**config.mk**
```make
export PLATFORM = sky130hd
export DESIGN_NAME = modular_exponentiation
export DESIGN_NICKNAME = d
export VERILOG_FILES = /design/src/rtl/core/mexp_pkg.sv /design/src/rtl/core/mexp_modmul.sv /design/src/rtl/core/modular_exponentiation.sv
export SDC_FILE = /design/constraint.sdc
export NUM_CORES = 1
export LEC_CHECK = 0
export ABC_CLOCK_PERIOD_IN_PS = 14400
export BUFFER_PORTS_ARGS = -buffer_cell sky130_fd_sc_hd__buf_4
export CAP_MARGIN = 20
export CELL_PAD_IN_SITES_DETAIL_PLACEMENT = 2
export CELL_PAD_IN_SITES_GLOBAL_PLACEMENT = 2
export CORE_ASPECT_RATIO = 0.7
export CORE_MARGIN = 8
export CORE_UTILIZATION = 42
export CTS_CLUSTER_DIAMETER = 200
export CTS_CLUSTER_SIZE = 25
export DETAILED_ROUTE_END_ITERATION = 6
export GPL_TIMING_DRIVEN = 0
export PLACE_DENSITY_LB_ADDON = 0.1
export SLEW_MARGIN = 20
export SYNTH_ARGS = -nofsm -noshare
export SYNTH_HDL_FRONTEND = slang
export SYNTH_SLANG_ARGS = --single-unit
```
**constraint.sdc**
```tcl
create_clock -name clk -period 14.4 [get_ports clk]
set_input_delay 2.16 -clock clk [delete_from_list [all_inputs] [get_ports clk]]
set_output_delay 2.16 -clock clk [all_outputs]
set_load 0.02 [all_outputs]
```
**src/rtl/core/mexp_pkg.sv**
```systemverilog
`default_nettype none
// ----------------------------------------------------------------------------
// mexp_pkg
// Shared constants and types of the modular exponentiation block.
// ----------------------------------------------------------------------------
package mexp_pkg;

  localparam int WORD_BITS = 32;
  localparam int EXT_W     = WORD_BITS + 2;
  localparam int CNT_W     = $clog2(WORD_BITS);

  localparam int CFG_IDX_W = 2;
  localparam logic [CFG_IDX_W-1:0] REG_MODULUS          = 2'd0;
  localparam logic [CFG_IDX_W-1:0] REG_PUBLIC_EXPONENT  = 2'd1;
  localparam logic [CFG_IDX_W-1:0] REG_PRIVATE_EXPONENT = 2'd2;

  // Command to the modular multiplier: result = a * b mod n, with a < n.
  typedef struct packed {
    logic                 start;
    logic [WORD_BITS-1:0] a;
    logic [WORD_BITS-1:0] b;
    logic [WORD_BITS-1:0] n;
  } mm_cmd_t;

  typedef struct packed {
    logic busy;
    logic done;
  } mm_stat_t;

endpackage : mexp_pkg
`default_nettype wire

```
**src/rtl/core/mexp_modmul.sv**
```systemverilog
`default_nettype none
// ----------------------------------------------------------------------------
// mexp_modmul
// Bit-serial interleaved modular multiplier. Scans b from its top bit, one
// bit per cycle: r = (2r + b_bit * a) mod n, which stays below 3n.
// ----------------------------------------------------------------------------
module mexp_modmul
  import mexp_pkg::*;
(
  input  wire logic                 clk,
  input  wire logic                 rst,
  input  wire mm_cmd_t              cmd,
  output mm_stat_t                  stat,
  output logic [WORD_BITS-1:0]      result
);

  localparam logic [CNT_W-1:0] CNT_LAST = CNT_W'(WORD_BITS - 1);

  logic                 busy;
  logic                 done;
  logic [CNT_W-1:0]     count;
  logic [WORD_BITS-1:0] r;
  logic [WORD_BITS-1:0] r_next;
  logic [WORD_BITS-1:0] a;
  logic [WORD_BITS-1:0] b;
  logic [EXT_W-1:0]     n1;
  logic [EXT_W-1:0]     n2;
  logic [EXT_W-1:0]     t;
  logic [EXT_W-1:0]     sub;

  always_comb begin
    t = {1'b0, r, 1'b0} + (b[WORD_BITS-1] ? EXT_W'(a) : '0);
    // Since r < n and a < n, t < 3n: at most 2n has to come off.
    if (t >= n2) begin
      sub = n2;
    end else if (t >= n1) begin
      sub = n1;
    end else begin
      sub = '0;
    end
    r_next = WORD_BITS'(t - sub);
  end

  always_ff @(posedge clk) begin
    if (rst) begin
      busy  <= 1'b0;
      done  <= 1'b0;
      count <= '0;
    end else begin
      done <= 1'b0;
      if (cmd.start) begin
        busy  <= 1'b1;
        count <= '0;
      end else if (busy) begin
        count <= count + 1'b1;
        if (count == CNT_LAST) begin
          busy <= 1'b0;
          done <= 1'b1;
        end
      end
    end
  end

  always_ff @(posedge clk) begin
    if (cmd.start) begin
      r  <= '0;
      a  <= cmd.a;
      b  <= cmd.b;
      n1 <= EXT_W'(cmd.n);
      n2 <= EXT_W'({cmd.n, 1'b0});
    end else if (busy) begin
      r <= r_next;
      b <= b << 1;
    end
  end

  assign stat.busy = busy;
  assign stat.done = done;
  assign result    = r;

endmodule : mexp_modmul
`default_nettype wire

```
**src/rtl/core/modular_exponentiation.sv**
```systemverilog
`default_nettype none
// ----------------------------------------------------------------------------
// modular_exponentiation
// Right-to-left square-and-multiply on one shared bit-serial modular
// multiplier, with the base first reduced modulo the modulus.
// ----------------------------------------------------------------------------
// Work: the base reduction, then for each exponent bit up to its highest set bit a
// squaring on the shared multiplier, preceded by a multiply when the bit is set.
// A modulus of 0 or 1 gives 0 without any multiplication.
// One item at a time; the next item is taken while a result waits.
// Reset (synchronous) sets modulus and both exponents to 1 and idles the block.
module modular_exponentiation
  import mexp_pkg::*;
(
  input  wire logic                 clk,
  input  wire logic                 rst,
  input  wire logic                 cfg_write,
  input  wire logic [CFG_IDX_W-1:0] cfg_index,
  input  wire logic [31:0]          cfg_data,
  input  wire logic                 req_valid,
  output logic                      req_stall,
  input  wire logic                 kind,
  input  wire logic [31:0]          message,
  output logic                      rsp_valid,
  input  wire logic                 rsp_stall,
  output logic [31:0]               value
);

  typedef enum logic [2:0] {
    S_IDLE,
    S_REDUCE,
    S_CHECK,
    S_MUL,
    S_SQR,
    S_DONE
  } state_t;

  state_t               state;
  logic [WORD_BITS-1:0] modulus;
  logic [WORD_BITS-1:0] pub_exp;
  logic [WORD_BITS-1:0] dec_exp;
  logic [WORD_BITS-1:0] expo;
  logic [WORD_BITS-1:0] base;
  logic [WORD_BITS-1:0] acc;
  mm_cmd_t              cmd;
  mm_stat_t             mm_stat;
  logic [WORD_BITS-1:0] mm_result;
  logic                 accept;
  logic                 out_free;
  logic                 start_next;

  mexp_modmul u_modmul (
    .clk    (clk),
    .rst    (rst),
    .cmd    (cmd),
    .stat   (mm_stat),
    .result (mm_result)
  );

  assign req_stall = (state != S_IDLE);
  assign accept    = req_valid && !req_stall;
  assign out_free  = !rsp_valid || !rsp_stall;

  // A multiplication starts for the base reduction, for every exponent bit
  // examined, and for the squaring that follows each multiply.
  always_comb begin
    unique case (state)
      S_IDLE:  start_next = accept && (modulus > WORD_BITS'(1));
      S_CHECK: start_next = (expo != '0);
      S_MUL:   start_next = mm_stat.done;
      default: start_next = 1'b0;
    endcase
  end

  always_ff @(posedge clk) begin
    if (rst) begin
      modulus <= WORD_BITS'(1);
      pub_exp <= WORD_BITS'(1);
      dec_exp <= WORD_BITS'(1);
    end else if (cfg_write) begin
      unique case (cfg_index)
        REG_MODULUS:          modulus <= cfg_data[WORD_BITS-1:0];
        REG_PUBLIC_EXPONENT:  pub_exp <= cfg_data[WORD_BITS-1:0];
        REG_PRIVATE_EXPONENT: dec_exp <= cfg_data[WORD_BITS-1:0];
        default: ;
      endcase
    end
  end

  always_ff @(posedge clk) begin
    if (rst) begin
      state     <= S_IDLE;
      rsp_valid <= 1'b0;
      cmd.start <= 1'b0;
    end else begin
      cmd.start <= start_next;
      rsp_valid <= ((state == S_DONE) && out_free) || (rsp_valid && rsp_stall);
      unique case (state)
        S_IDLE: begin
          if (accept) begin
            expo  <= kind ? dec_exp : pub_exp;
            cmd.n <= modulus;
            if (modulus <= WORD_BITS'(1)) begin
              acc   <= '0;
              state <= S_DONE;
            end else begin
              // Base reduction: 1 * message mod n.
              acc       <= WORD_BITS'(1);
              cmd.a     <= WORD_BITS'(1);
              cmd.b     <= message[WORD_BITS-1:0];
              state     <= S_REDUCE;
            end
          end
        end
        S_REDUCE: begin
          if (mm_stat.done) begin
            base  <= mm_result;
            state <= S_CHECK;
          end
        end
        S_CHECK: begin
          if (expo == '0) begin
            state <= S_DONE;
          end else if (expo[0]) begin
            cmd.a     <= acc;
            cmd.b     <= base;
            state     <= S_MUL;
          end else begin
            cmd.a     <= base;
            cmd.b     <= base;
            state     <= S_SQR;
          end
        end
        S_MUL: begin
          if (mm_stat.done) begin
            acc       <= mm_result;
            cmd.a     <= base;
            cmd.b     <= base;
            state     <= S_SQR;
          end
        end
        S_SQR: begin
          if (mm_stat.done) begin
            base  <= mm_result;
            expo  <= expo >> 1;
            state <= S_CHECK;
          end
        end
        S_DONE: begin
          if (out_free) begin
            value     <= 32'(acc);
            state     <= S_IDLE;
          end
        end
        default: state <= S_IDLE;
      endcase
    end
  end

  // The multiplier is never left running once the block reports idle.
  assert property (@(posedge clk) disable iff (rst)
    (state == S_IDLE) |-> !mm_stat.busy)
    else $error("multiplier busy while idle");

  // A finished multiplication is only seen in a state that waits for it.
  assert property (@(posedge clk) disable iff (rst)
    mm_stat.done |-> (state == S_REDUCE || state == S_MUL || state == S_SQR))
    else $error("multiplier finished outside a waiting state");

  // An accepted item always starts work.
  assert property (@(posedge clk) disable iff (rst)
    accept |=> (state != S_IDLE))
    else $error("accepted item did not start");

  // A delivered value is fully reduced.
  assert property (@(posedge clk) disable iff (rst)
    rsp_valid |-> ((value < 32'(modulus)) || (value == '0)))
    else $error("result not reduced modulo the modulus");

endmodule : modular_exponentiation
`default_nettype wire

```
==> flow_metrics.py <==
metrics = {
    "power_and_ir_drop": {
        "p_leak_nw": 9.24,
        "clkPwrFrac_pct": 14.9,
        "seqPwrFrac_pct": 34.4,
        "combinationalPowerShare_pct": 50.7,
        "switching_power_mw": 2.15,
        "power.density_mw_per_mm2": 205,
        "p_int_mw": 2.86,
        "sw_frac_of_total_pct": 42.9,
        "power_mw": 5.01,
        "ir_worst_vdd_v": 0.000164,
    },
    "sta": {
        "max_freq_mhz": 80.2,
        "finalCritPeriodShare_pct": 86.6,
        "fin_worst_skew_ns": 0.0372,
        "worstMarginPinSlew_ns": 1.18,
        "rsz0062_at_grt": "false",
        "fin_crit_ns": 12.47,
        "slew_viol_final": 0,
        "relSlewSlack_pct": 21.0,
        "finalHoldViolCount": 0,
        "holdWs_ns": 0.414,
        "setup_slack_ns": 1.93,
        "setup_viol": 0,
    },
    "floorplanning": {
        "io_pins": 106,
        "dieArea_mm2": 0.0595,
        "rows": 70,
        "die_w_um": 288,
        "initial_core_util_pct": 42.1,
        "core_area_mm2": 0.0518,
        "die_h_um": 207,
    },
    "placement": {
        "dp_cells": 2785,
        "numPortBuffers": 103,
        "place_ws_ns": 2.26,
        "dp_hpwl_um": 59300,
        "gp_congestion": 0.864,
        "dpl-instance-area_mm2": 0.0237,
    },
    "grt": {
        "track_usage_pct": 24.8,
        "grt_pass1_vias": 18100,
        "antenna_found_initial": 2,
        "grt_first_pass_wirelength_um": 113000,
        "grt-ovfl-total": 0,
        "grt_max_degree": 40,
    },
    "critical_path": {
        "crit_family": "compound AO/OA/AOI/OAI gates",
        "crit_path_start_kind": "register",
        "slowest_delay_ns": 0.74,
        "worstSetupStartpoint": "u_modmul.b[31]",
        "cp_common_cell": "ha_1",
        "crit_type": "reg2reg",
        "crit_buf_inv": 3,
        "cp-end-kind": "register",
        "rrSetupSlack_ns": 1.93,
        "path_max_fanout": 10,
        "cp_data_arrival_time_ns": 12.95,
        "timing.rr.start": "u_modmul.b[31]",
        "critical_path_required_ns": 14.88,
        "critPathSlowestCell": "a2111oi_2",
    },
    "logic_synthesis": {
        "synth_nets": 2161,
        "yosysWarningCount": 0,
        "synth.distinct_cells": 71,
        "yosysTopAreaCell": "edfxtp_1",
        "syn_area_mm2": 0.0218,
        "synthTopCellsByArea": "edfxtp_1 44%, dfxtp_1 13%, ha_1 7.3%, nand2_1 5.3%, a21oi_1 4.7%",
        "synth_edf_count": 320,
        "ys.flop_type": "edfxtp_1",
        "synth_common_cells": "320 x edfxtp_1, 309 x nand2_1, 204 x a21oi_1",
        "async_reset_ff_share_pct": 0,
        "ys_ff_latch": 460,
        "yosysSeqAreaShare_pct": 57.0,
        "netlist_instances": 1959,
        "syn_avg_cell_area_um2": 11.1,
        "synth.top_cell.area_share_pct": 44.1,
        "synthMostInstantiatedCell": "edfxtp_1",
    },
    "cts": {
        "postCtsSetupBuffers": 0,
        "clk_pin_slew_ns": 0.12,
        "h-tree-depth": 1,
        "cts_buffers": 22,
        "clk_path_buf_depth": 3,
        "root_buffer": "clkbuf_16",
        "hold_buffers": 0,
        "clkLatencyLatePin_ns": 0.60,
        "cts_tree": "yes",
        "clkSinkCount": 460,
        "ctsResizeCount": 0,
    },
    "routing": {
        "vias": 16600,
        "drc": 0,
        "final_antenna_net_count": 0,
        "drt_iter0_markers": 1244,
        "wire_per_inst_um": 26.5,
        "dr.pass1.iters": 5,
        "vias_per_cell": 5.88,
        "drt_wl_total_um": 74800,
    },
    "min_path": {
        "hp-class": "reg2reg",
        "worstHoldStart": "cmd[22]",
    },
    "status": {
        "outcome": "complete, no violations",
    },
    "cells_and_area": {
        "fin_area_mm2": 0.0244,
        "fin_cells": 2824,
        "layout-drive-gt1-share_pct": 10.9,
        "fin_nets": 2327,
        "diodes": 0,
        "flow.area_growth_from_synthesis_pct": 11.9,
        "regArea_mm2": 0.0124,
        "fill_cells": 5289,
        "multi_input_area_mm2": 0.00883,
    },
    "job": {
        "max_cap_violations": 0,
    },
}
-- routing by layer --
| metal | wire [um] | share of wire, % | GRT usage, % | vias to the layer above |
|---|---|---|---|---|
| met5 | 0 | 0 | 0 | - |
| met4 | 1070 | 1.4 | 3.87 | 0 |
| met3 | 3380 | 4.5 | 2.71 | 70 |
| met2 | 35100 | 47 | 41.2 | 323 |
| met1 | 35300 | 47 | 35.7 | 8706 |
| li1 | - | - | - | 7518 |
-- path summary, 6_finish.rpt --
| kind | to | cells past startpoint |
|---|---|---|
| setup / recovery | u_modmul.result[30] | 36 |
| hold / removal | u_modmul.n1[22] | 0 |
| setup reg to reg | u_modmul.result[30] | 36 |
| hold reg to reg | u_modmul.n1[22] | 0 |
-- cell usage in the layout, fill, tap and decap left out, types with 9 or more instances in the layout --
cell type    n
nor2_1      75
xnor2_1     34
ha_1       128
and3_1      38
a211oi_1    16
clkbuf_1    97
nand2b_1    11
nand2_1    309
mux2_2      33
a21oi_1    204
xor2_1      15
nand4_1     28
mux2i_1     45
clkbuf_16   23
buf_4      119
nor3_1      23
a22o_1      48
o21ai_0     68
a21o_1      29
and2_1      36
buf_2       26
o21a_1      15
a22oi_1     30
edfxtp_1   320
dfxtp_1    139
inv_1       60
nand3_1     22
nor2b_1      9
nor4_1      17
-- worst register-to-register path, delay by kind of cell (launching register included) --
family                     cells  cell delay (ns)
DFF                            1             0.57
buffers and inverters          3             1.09
AOI/OAI and AO/OA             16             5.82
xor gates and xnor gates       1             0.37
adders and majority gates      5             1.51
and+or+nand+nor               11             3.01
-- logic make-up (layout without fill, tap and decap cells) --
group                      Yosys count  after routing  synth area share, %
DFF                                460            460                 57.0
buffers and inverters              157            338                 2.74
muxes                               79             79                 3.84
xor gates and xnor gates            50             50                 2.04
AOI/OAI and AO/OA                  475            475                 13.9
and+or+nand+nor                    608            608                 13.0
adders and majority gates          130            130                 7.53
-- registers in the layout, indices dropped and copies added, names as in the netlist --
name             count
acc                 32
base                32
cmd                 97
dec_exp             32
expo                32
modulus             32
pub_exp             32
rsp_valid            1
state                3
u_modmul.a          32
u_modmul.b          32
u_modmul.busy        1
u_modmul.count       5
u_modmul.done        1
u_modmul.n1         32
u_modmul.result     32
value               32
-- power groups by stage --
stage | sequential (mW) | clock [mW] | combinational [mW]
CTS | 1.72 | 0.763 | 2.51
detailed placement | 1.75 | 0 | 2.47
finish | 1.72 | 0.745 | 2.54
floorplan | 1.71 | 0 | 1.73
global placement | 1.77 | 0 | 2.28
global route | 1.73 | 0.802 | 2.77
-- final cells by class --
cell class | instances | share of cell area (%)
Clock buffer | 38 | 2.59
Timing Repair Buffer | 142 | 4.22
Clock inverter | 1 | 0.0667
Inverter | 61 | 0.939
Buffer | 96 | 1.51
Tap cell | 684 | 3.51
Multi-Input combinational cell | 1342 | 36.2
Sequential cell | 460 | 50.9
-- stage by stage --
step	util [%]	TNS [ns]
5_1_grt	47.1	0
3_3_place_gp	45.2	-382.86
2_1_floorplan	-	0
3_5_place_dp	45.8	0
4_1_cts	47.1	0
6_report	47.1	0
Note: power is estimated with default switching activity, not from simulation.
